<file path="config.mk">
export PLATFORM = sky130hd
export DESIGN_NAME = lmd_core
export DESIGN_NICKNAME = d
export VERILOG_FILES = /design/src/design/lmd_pkg.sv /design/src/design/lmd_index.sv /design/src/design/lmd_core.sv
export SDC_FILE = /design/constraint.sdc
export NUM_CORES = 1
export LEC_CHECK = 0
export BUFFER_PORTS_ARGS = -buffer_cell sky130_fd_sc_hd__buf_2
export CAP_MARGIN = 10
export CORE_UTILIZATION = 65
export CTS_CLUSTER_DIAMETER = 150
export CTS_CLUSTER_SIZE = 8
export DETAILED_ROUTE_END_ITERATION = 12
export GPL_ROUTABILITY_DRIVEN = 0
export PLACE_DENSITY = 0.83
export SLEW_MARGIN = 30
export SYNTH_ARGS = -nofsm -noshare
export SYNTH_HDL_FRONTEND = slang
export SYNTH_SLANG_ARGS = --single-unit
</file>
<file path="constraint.sdc">
create_clock -name i_clk -period 22.4 [get_ports i_clk]
set_clock_uncertainty 0.05 [all_clocks]
set_input_delay 1.12 -clock i_clk [delete_from_list [all_inputs] [get_ports i_clk]]
set_output_delay 1.12 -clock i_clk [all_outputs]
set_load 0.1 [all_outputs]
</file>
<file path="src/design/lmd_pkg.sv">
// lmd_pkg: shared types and constants for the line marker detector
// beat structs for both channels, configuration struct, register indexes
// no dependencies
package lmd_pkg;

    // input beat
    typedef struct packed {
        logic        cmd;
        logic [11:0] left_level;
        logic [11:0] right_level;
        logic [15:0] distance_mm;
        logic [17:0] time_ticks;
    } t_lmd_in;

    // result beat
    typedef struct packed {
        logic        left_marker;
        logic [15:0] left_marker_index;
        logic        right_marker;
        logic [7:0]  right_marker_total;
        logic        junction;
        logic [15:0] junction_index;
        logic [7:0]  junction_total;
        logic        junction_flag;
    } t_lmd_out;

    // configuration registers as seen by the core
    typedef struct packed {
        logic [11:0] on_level;
        logic [11:0] off_level;
        logic [7:0]  confirm_mm;
        logic [7:0]  junction_window_mm;
        logic        record_enable;
    } t_lmd_cfg;

    // configuration port widths
    localparam int CFG_IDX_W  = 3;
    localparam int CFG_DATA_W = 12;

    // register indexes
    typedef enum logic [CFG_IDX_W-1:0] {
        CFG_ON_LEVEL      = 3'd0,
        CFG_OFF_LEVEL     = 3'd1,
        CFG_CONFIRM_MM    = 3'd2,
        CFG_JUNC_WINDOW   = 3'd3,
        CFG_RECORD_ENABLE = 3'd4
    } t_lmd_cfg_idx;

    // command codes
    localparam logic CMD_TICK  = 1'b0;
    localparam logic CMD_CLEAR = 1'b1;

    // register reset values
    localparam logic [11:0] ON_LEVEL_RST      = 12'd400;
    localparam logic [11:0] OFF_LEVEL_RST     = 12'd300;
    localparam logic [7:0]  CONFIRM_MM_RST    = 8'd30;
    localparam logic [7:0]  JUNC_WINDOW_RST   = 8'd40;
    localparam logic        RECORD_ENABLE_RST = 1'b1;

    // log index offsets in time ticks
    localparam logic [17:0] LEFT_LOG_OFFSET = 18'd90;
    localparam logic [17:0] JUNC_LOG_OFFSET = 18'd60;

endpackage

</file>
<file path="src/design/lmd_index.sv">
// lmd_index: log index (time - offset) / 5, zero below the offset
// division by five as a multiply by 2^18/5 rounded up, exact for 18-bit values
// depends on lmd_pkg
module lmd_index (
    input  logic [17:0] i_time_ticks,
    input  logic [17:0] i_offset,
    output logic [15:0] o_index
);
    import lmd_pkg::*;

    // ceil(2^18 / 5); 5 * 52429 = 2^18 + 1 keeps the error below one fifth
    localparam logic [15:0] RECIP_5 = 16'd52429;

    logic [17:0] diff;
    logic [33:0] prod;

    // clamp then scale
    always_comb begin
        if (i_time_ticks < i_offset) begin
            diff = 18'd0;
        end else begin
            diff = i_time_ticks - i_offset;
        end
        prod    = {16'd0, diff} * {18'd0, RECIP_5};
        o_index = prod[33:18];
    end

endmodule

</file>
<file path="src/design/lmd_core.sv">
// lmd_core: detector state and the single-pass update for one tick
// left side evaluated in full before the right side
// depends on lmd_pkg and lmd_index
module lmd_core (
    input  logic              i_clk,
    input  logic              i_rst_n,
    input  logic              i_step,
    input  lmd_pkg::t_lmd_in  i_beat,
    input  lmd_pkg::t_lmd_cfg i_cfg,
    output lmd_pkg::t_lmd_out o_res
);
    import lmd_pkg::*;

    // state
    logic        r_left_high,  n_left_high;
    logic        r_left_pend,  n_left_pend;
    logic        r_right_high, n_right_high;
    logic        r_right_pend, n_right_pend;
    logic [15:0] r_left_fall,  n_left_fall;
    logic [15:0] r_right_fall, n_right_fall;
    logic [7:0]  r_right_cnt,  n_right_cnt;
    logic [7:0]  r_junc_cnt,   n_junc_cnt;
    logic        r_junc_seen,  n_junc_seen;

    logic [15:0] left_idx_raw;
    logic [15:0] junc_idx_raw;

    // shorter way round between the two fall points, below the window
    function automatic logic in_window(input logic [15:0] a, input logic [15:0] b,
                                       input logic [7:0] win);
        logic [15:0] d;
        d = a - b;
        if (d[15]) begin
            d = 16'd0 - d;
        end
        return d < {8'd0, win};
    endfunction

    lmd_index u_left_idx (
        .i_time_ticks (i_beat.time_ticks),
        .i_offset     (LEFT_LOG_OFFSET),
        .o_index      (left_idx_raw)
    );

    lmd_index u_junc_idx (
        .i_time_ticks (i_beat.time_ticks),
        .i_offset     (JUNC_LOG_OFFSET),
        .o_index      (junc_idx_raw)
    );

    // next state and result for this tick
    always_comb begin
        logic ev_left;
        logic ev_right;
        logic ev_junc;
        logic [15:0] cur_dist;

        ev_left  = 1'b0;
        ev_right = 1'b0;
        ev_junc  = 1'b0;
        cur_dist = i_beat.distance_mm;

        n_left_high  = r_left_high;
        n_left_pend  = r_left_pend;
        n_right_high = r_right_high;
        n_right_pend = r_right_pend;
        n_left_fall  = r_left_fall;
        n_right_fall = r_right_fall;
        n_right_cnt  = r_right_cnt;
        n_junc_cnt   = r_junc_cnt;
        n_junc_seen  = r_junc_seen;
        o_res        = '0;

        if (i_beat.cmd == CMD_CLEAR) begin
            n_left_high  = 1'b0;
            n_left_pend  = 1'b0;
            n_right_high = 1'b0;
            n_right_pend = 1'b0;
            n_left_fall  = 16'd0;
            n_right_fall = 16'd0;
            n_right_cnt  = 8'd0;
            n_junc_cnt   = 8'd0;
            n_junc_seen  = 1'b0;
        end else begin
            // left side: rise, fall with junction check, confirm
            if (i_beat.left_level >= i_cfg.on_level) begin
                n_left_high = 1'b1;
                n_left_pend = 1'b0;
            end
            if (i_beat.left_level <= i_cfg.off_level && n_left_high) begin
                n_left_high = 1'b0;
                n_left_pend = 1'b1;
                n_left_fall = cur_dist;
                if (n_right_pend) begin
                    if (in_window(n_left_fall, n_right_fall, i_cfg.junction_window_mm))
                    begin
                        ev_junc = 1'b1;
                    end
                    n_left_pend  = 1'b0;
                    n_right_pend = 1'b0;
                end
            end
            if (n_left_pend && (cur_dist - n_left_fall) > {8'd0, i_cfg.confirm_mm}) begin
                n_left_pend = 1'b0;
                n_junc_seen = 1'b0;
                ev_left     = 1'b1;
            end

            // right side
            if (i_beat.right_level >= i_cfg.on_level) begin
                n_right_high = 1'b1;
                n_right_pend = 1'b0;
            end
            if (i_beat.right_level <= i_cfg.off_level && n_right_high) begin
                n_right_high = 1'b0;
                n_right_pend = 1'b1;
                n_right_fall = cur_dist;
                if (n_left_pend) begin
                    if (in_window(n_left_fall, n_right_fall, i_cfg.junction_window_mm))
                    begin
                        ev_junc = 1'b1;
                    end
                    n_left_pend  = 1'b0;
                    n_right_pend = 1'b0;
                end
            end
            if (n_right_pend && (cur_dist - n_right_fall) > {8'd0, i_cfg.confirm_mm}) begin
                n_right_pend = 1'b0;
                n_junc_seen  = 1'b0;
                ev_right     = 1'b1;
                if (n_right_cnt != 8'hFF) begin
                    n_right_cnt = n_right_cnt + 8'd1;
                end
            end

            // at most one junction per tick, the fall check clears both sides
            if (ev_junc) begin
                n_junc_seen = 1'b1;
                if (n_junc_cnt != 8'hFF) begin
                    n_junc_cnt = n_junc_cnt + 8'd1;
                end
            end

            o_res.left_marker        = ev_left;
            o_res.left_marker_index  = (ev_left && i_cfg.record_enable) ? left_idx_raw : 16'd0;
            o_res.right_marker       = ev_right;
            o_res.right_marker_total = n_right_cnt;
            o_res.junction           = ev_junc;
            o_res.junction_index     = (ev_junc && i_cfg.record_enable) ? junc_idx_raw : 16'd0;
            o_res.junction_total     = n_junc_cnt;
            o_res.junction_flag      = n_junc_seen;
        end
    end

    // control state
    always_ff @(posedge i_clk) begin
        if (!i_rst_n) begin
            r_left_high  <= 1'b0;
            r_left_pend  <= 1'b0;
            r_right_high <= 1'b0;
            r_right_pend <= 1'b0;
            r_left_fall  <= 16'd0;
            r_right_fall <= 16'd0;
            r_right_cnt  <= 8'd0;
            r_junc_cnt   <= 8'd0;
            r_junc_seen  <= 1'b0;
        end else if (i_step) begin
            r_left_high  <= n_left_high;
            r_left_pend  <= n_left_pend;
            r_right_high <= n_right_high;
            r_right_pend <= n_right_pend;
            r_left_fall  <= n_left_fall;
            r_right_fall <= n_right_fall;
            r_right_cnt  <= n_right_cnt;
            r_junc_cnt   <= n_junc_cnt;
            r_junc_seen  <= n_junc_seen;
        end
    end

    // a side is never on the marker and pending at once
    a_left_excl: assert property (@(posedge i_clk) disable iff (!i_rst_n)
        !(r_left_high && r_left_pend))
        else $error("left side high and pending together");

    a_right_excl: assert property (@(posedge i_clk) disable iff (!i_rst_n)
        !(r_right_high && r_right_pend))
        else $error("right side high and pending together");

    // the junction count only changes on a tick
    a_junc_cnt_step: assert property (@(posedge i_clk) disable iff (!i_rst_n)
        !i_step |=> $stable(r_junc_cnt))
        else $error("junction count changed without a tick");

endmodule

</file>
== Word-level counts from Yosys, hierarchy flattened ==
Index checks and enable logic that the tools add are counted.

* Bits in registers: 53
* Output and inout bits: 52
* Word-level logic and storage cells: 101
* Input port bits: 103

* Magnitude comparators: 10
* Muxes and demuxes: 62
* Reductions and logical operators: 6
* Eq/ne operators: 2
* Multipliers: 2
* Add/sub/neg operators: 10

{| class="wikitable"
|+ Operator list
! cell !! number
|-
| $mux 16 || 16
|-
| $mul 18x16->34 const B || 2
|-
| $sub 16x16->16 || 4
|-
| $mux 52 || 1
|-
| $mux 8 || 6
|-
| $mux 1 || 37
|-
| $mux 18 || 2
|-
| $gt 16x8->1 || 2
|-
| $lt 16x8->1 || 2
|-
| $sub 1x16->16 const A || 2
|-
| $ge 12x12->1 || 2
|-
| $le 12x12->1 || 2
|-
| $lt 18x6->1 const B || 1
|-
| $lt 18x7->1 const B || 1
|-
| $sub 18x6->18 const B || 1
|-
| $sub 18x7->18 const B || 1
|-
| $add 8x1->8 const B || 2
|-
| $ne 8x8->1 const B || 2
|-
| $logic_and 1x1->1 || 6
|}

== Depth between registers and ports, before layout ==
* Word-level depth: 22
* Depth in mapped cells: 35
* Gate-level depth less buffers: 32

== Modules after synthesis ==
From an unflattened synthesis, not the netlist that was laid out.

* Cell total of the unflattened synthesis: 2637
* Area, all modules: 21311.7 µm²

{| class="wikitable"
|+ By module, submodules not included
! module !! cells each !! seq. area each (µm²) !! area each (µm²) !! times used
|-
| lmd_core || 1290 || 1061.0 || 9180.1 || 1
|-
| lmd_index (u_left_idx) || 670 || 0.0 || 6079.6 || 1
|-
| lmd_index (u_junc_idx) || 677 || 0.0 || 6052.1 || 1
|}

== Least setup slack after synthesis ==
No wires, ideal clock.

* Path kind: input to output
* Start point: in i_beat[2] (netlist bit)
* End point: out o_res[22] (netlist bit)
* Stages: 29
* Required time: 21230 ps
* Path slack: 11039 ps
* Buffers on the path: 1
* Data arrival time: 10191 ps
* Cells stage by stage: ha_1 a311oi_1 and2_1 and2_1 clkbuf_1 nor2_1 ha_1 inv_1 fa_1 fa_1 inv_1 fa_1 inv_1 fa_1 inv_1 fa_1 ha_1 nand2_1 a21oi_1 a221o_1 a221o_1 a221oi_2 o211ai_1 a31oi_1 o21bai_1 a21oi_1 nor2b_1 o21a_1 nor3_1

{| class="wikitable"
|+ RTL lines
! element !! line !! text
|-
| start: declaration || lmd_core.sv:8 || <nowiki>input lmd_pkg::t_lmd_in i_beat,</nowiki>
|-
| end: declaration || lmd_core.sv:10 || <nowiki>output lmd_pkg::t_lmd_out o_res</nowiki>
|}

==> impl_metrics.csv <==
group,metric,value,unit
worst_setup_path,critPathKind,"input pin to primary output",
status,status,"finished clean",
sta,max_slew_margin,0.416,
global_route,grt_max_degree,47,
die,fp.dieW,177,um
cts,hold_buffers,0,
logic_synthesis,synth_top_family_by_area,"adder cells",
sta,finalMaxSlewViolations,0,
finish,syn_to_final_growth,6.20,%
logic_synthesis,synth_top_area_frac,0.264,
detailed_routing,wl_per_cell,18.0,um
sta,hold_viol_final,0,
global_route,grt_util_all_layers,0.341,
detailed_routing,drc,0,
logic_synthesis,synth-adder-area-share,0.460,
die,ios,155,
worst_setup_path,r2r_slack,15.79,ns
worst_setup_path,critPathMostFrequentCell,"fa_1",
detailed_routing,viasPerCell,6.06,
placement,dpl.hpwl,45300,um
detailed_routing,vias,17800,
sta,finalCriticalPeriod,11.12,ns
logic_synthesis,ys_types,107,
cts,numCtsBuffers,5,
finish,stdcell_area,21100,um^2
logic_synthesis,synthSimpleGateAreaFrac,0.163,
logic_synthesis,synthXorXnorAreaFrac,0.0450,
logic_synthesis,synth_common_cells,"inv_1 (469), ha_1 (419), nor2_1 (237)",
placement,port_buffers,154,
logic_synthesis,synth_edf_count,0,
worst_setup_path,arrival,9.95,ns
sta,worst_slack,11.28,ns
global_route,grt_pass1_wl,85800,um
pwr,irDropWorstVdd,0.141,mV
finish,final_cells,2932,
hold_path,hp-class,"register to register",
sta,period_share,0.496,
pwr,powerDensity,138,nW/um^2
die,num_rows,63,
sta,setup_viol,0,
placement,pre_cts_ws,11.44,ns
detailed_routing,drtPass1Iterations,6,
cts,cts_resized,0,
global_route,overflow,0,
logic_synthesis,synth_nets,3145,
detailed_routing,drt_iter0_markers,1315,
logic_synthesis,yosysSeqAreaShare,0.0535,
cts,clock_path_buffers,2,
worst_setup_path,cp_slowest_stage_delay,0.56,ns
detailed_routing,ant_nets,0,
cts,clock_sinks,53,
sta,tns,0,ns
pwr,leakage,11.0,nW
worst_setup_path,endpoint_kind,"primary output",
run,drv_cap,0,
worst_setup_path,cp-start-kind,"input pin",
worst_setup_path,cp_slowest_cell,"fa_1",
cts,clockRootBuffer,"clkbuf_16",
logic_synthesis,yosys.area.top_type,"ha_1",
finish,final_core_util,0.707,
die,initial_utilization,0.666,
cts,post-cts-setup-buffers,0,
die,core_area,29800,um^2
logic_synthesis,syn_area,19800,um^2
placement,dp.cells,2920,
finish,fillers,2378,
worst_setup_path,crit_fanout,14,
global_route,grt_pass1_vias,18100,
sta,fmax,90.0,MHz
cts,clock_latency,0.30,ns
logic_synthesis,synth.area.mux_share,0.00751,
die,die_y,177,um
logic_synthesis,ys_async_sr_fraction,0,
logic_synthesis,synthTopCellsByArea,"ha_1 (26%), fa_1 (20%), inv_1 (8.9%)",
logic_synthesis,synth.most_common_cell,"inv_1",
logic_synthesis,syn_area_per_cell,8.16,um^2
sta,worst_slew_pin_slew,0.875,ns
logic_synthesis,yosys_warnings,0,
logic_synthesis,yosys_most_used_dff,"dfxtp_1",
global_route,antenna_found_initial,6,
cts,cts_tree,"yes",
logic_synthesis,ys_seq_elements,53,
finish,nets,3253,
cts,clk_pin_slew,0.07,ns
detailed_routing,routed_wl,52800,um
logic_synthesis,synth-compound-area-share,0.168,
sta,rsz0062_at_grt,"no",
cts,cts-htree-levels,2,
worst_setup_path,worstPathRequired,21.23,ns
die,die_area,31200,um^2
logic_synthesis,synthCells,2429,
placement,placed_area,20900,um^2
finish,drive_gt1_frac,0.0942,
## state kept, by name (all words and copies together), names as in the netlist, 8 cells and up
register      count
r_junc_cnt        8
r_left_fall      16
r_right_fall     16
r_right_cnt       8
## where the power goes
part	switching, mW	total (mW)	internal [mW]
registers	0.00148	0.0975	0.0960
logic	1.60	2.73	1.13
clock network	0.0390	0.0808	0.0418
## placed cells by master, fill, tap and decap left out, drive strengths merged, types with 24 or more instances in the layout
cell and count:
nor2 247, inv 471, a211oi 24, nor2b 32
nand3 42, o21ai 79, o21a 24, xor2 40
a21o 41, nor3 41, ha 419, dfxtp 53
and3 26, nand2 92, xnor2 62, fa 194
a21oi 139, buf 162
## final cells by class
type	instances	area [um^2]	share of cell area
Multi-Input combinational cell	1844	16800	0.796
Clock inverter	3	21.3	0.00101
Inverter	471	1770	0.0839
Clock buffer	5	125	0.00594
Timing Repair Buffer	162	831	0.0394
Antenna cell	4	10.0	0.000475
Tap cell	390	488	0.0232
Sequential cell	53	1060	0.0504
## per-stage QoR
step	hold slack, ns	power, mW
floorplan	0.396	2.22
global placement	0.426	2.65
detailed placement	0.445	2.79
finish	0.461	2.91
CTS	0.463	2.89
global route	0.475	3.24
## layer usage
layer  routed length (um)  vias to the layer above  GRT usage
li1                     -                     8452          -
met1                21100                     8467      0.405
met2                25800                      669      0.605
met3                 3250                      183     0.0440
met4                 2560                        6      0.162
met5                   39                        -          0
## worst max-delay path, delay by kind of cell
family | cells | cell delay (ns)
adders and majority gates | 8 | 3.54
AOI/OAI and AO/OA | 9 | 2.66
and+or+nand+nor | 7 | 1.69
buffers and inverters | 6 | 0.93
## worst paths after layout
path | depth (start not counted) | startpoint | endpoint
setup / recovery | 30 | i_beat[2] | o_res[24]
hold / removal | 2 | r_right_high$_SDFFE_PN0P_ | r_right_high$_SDFFE_PN0P_
setup reg to reg | 28 | r_left_high$_SDFFE_PN0P_ | r_junc_cnt[4]$_SDFFE_PN0P_
hold reg to reg | 2 | r_right_high$_SDFFE_PN0P_ | r_right_high$_SDFFE_PN0P_
## kinds of logic (layout without fill, tap and decap cells)
kind of cell / Yosys count / count (layout)
and+or+nand+nor: 629 / 629
adders and majority gates: 613 / 613
other: 0 / 4
muxes: 14 / 14
AOI/OAI and AO/OA: 486 / 486
buffers and inverters: 532 / 641
DFF: 53 / 53
xor gates and xnor gates: 102 / 102
No activity file was read; power rests on OpenSTA's default activity.
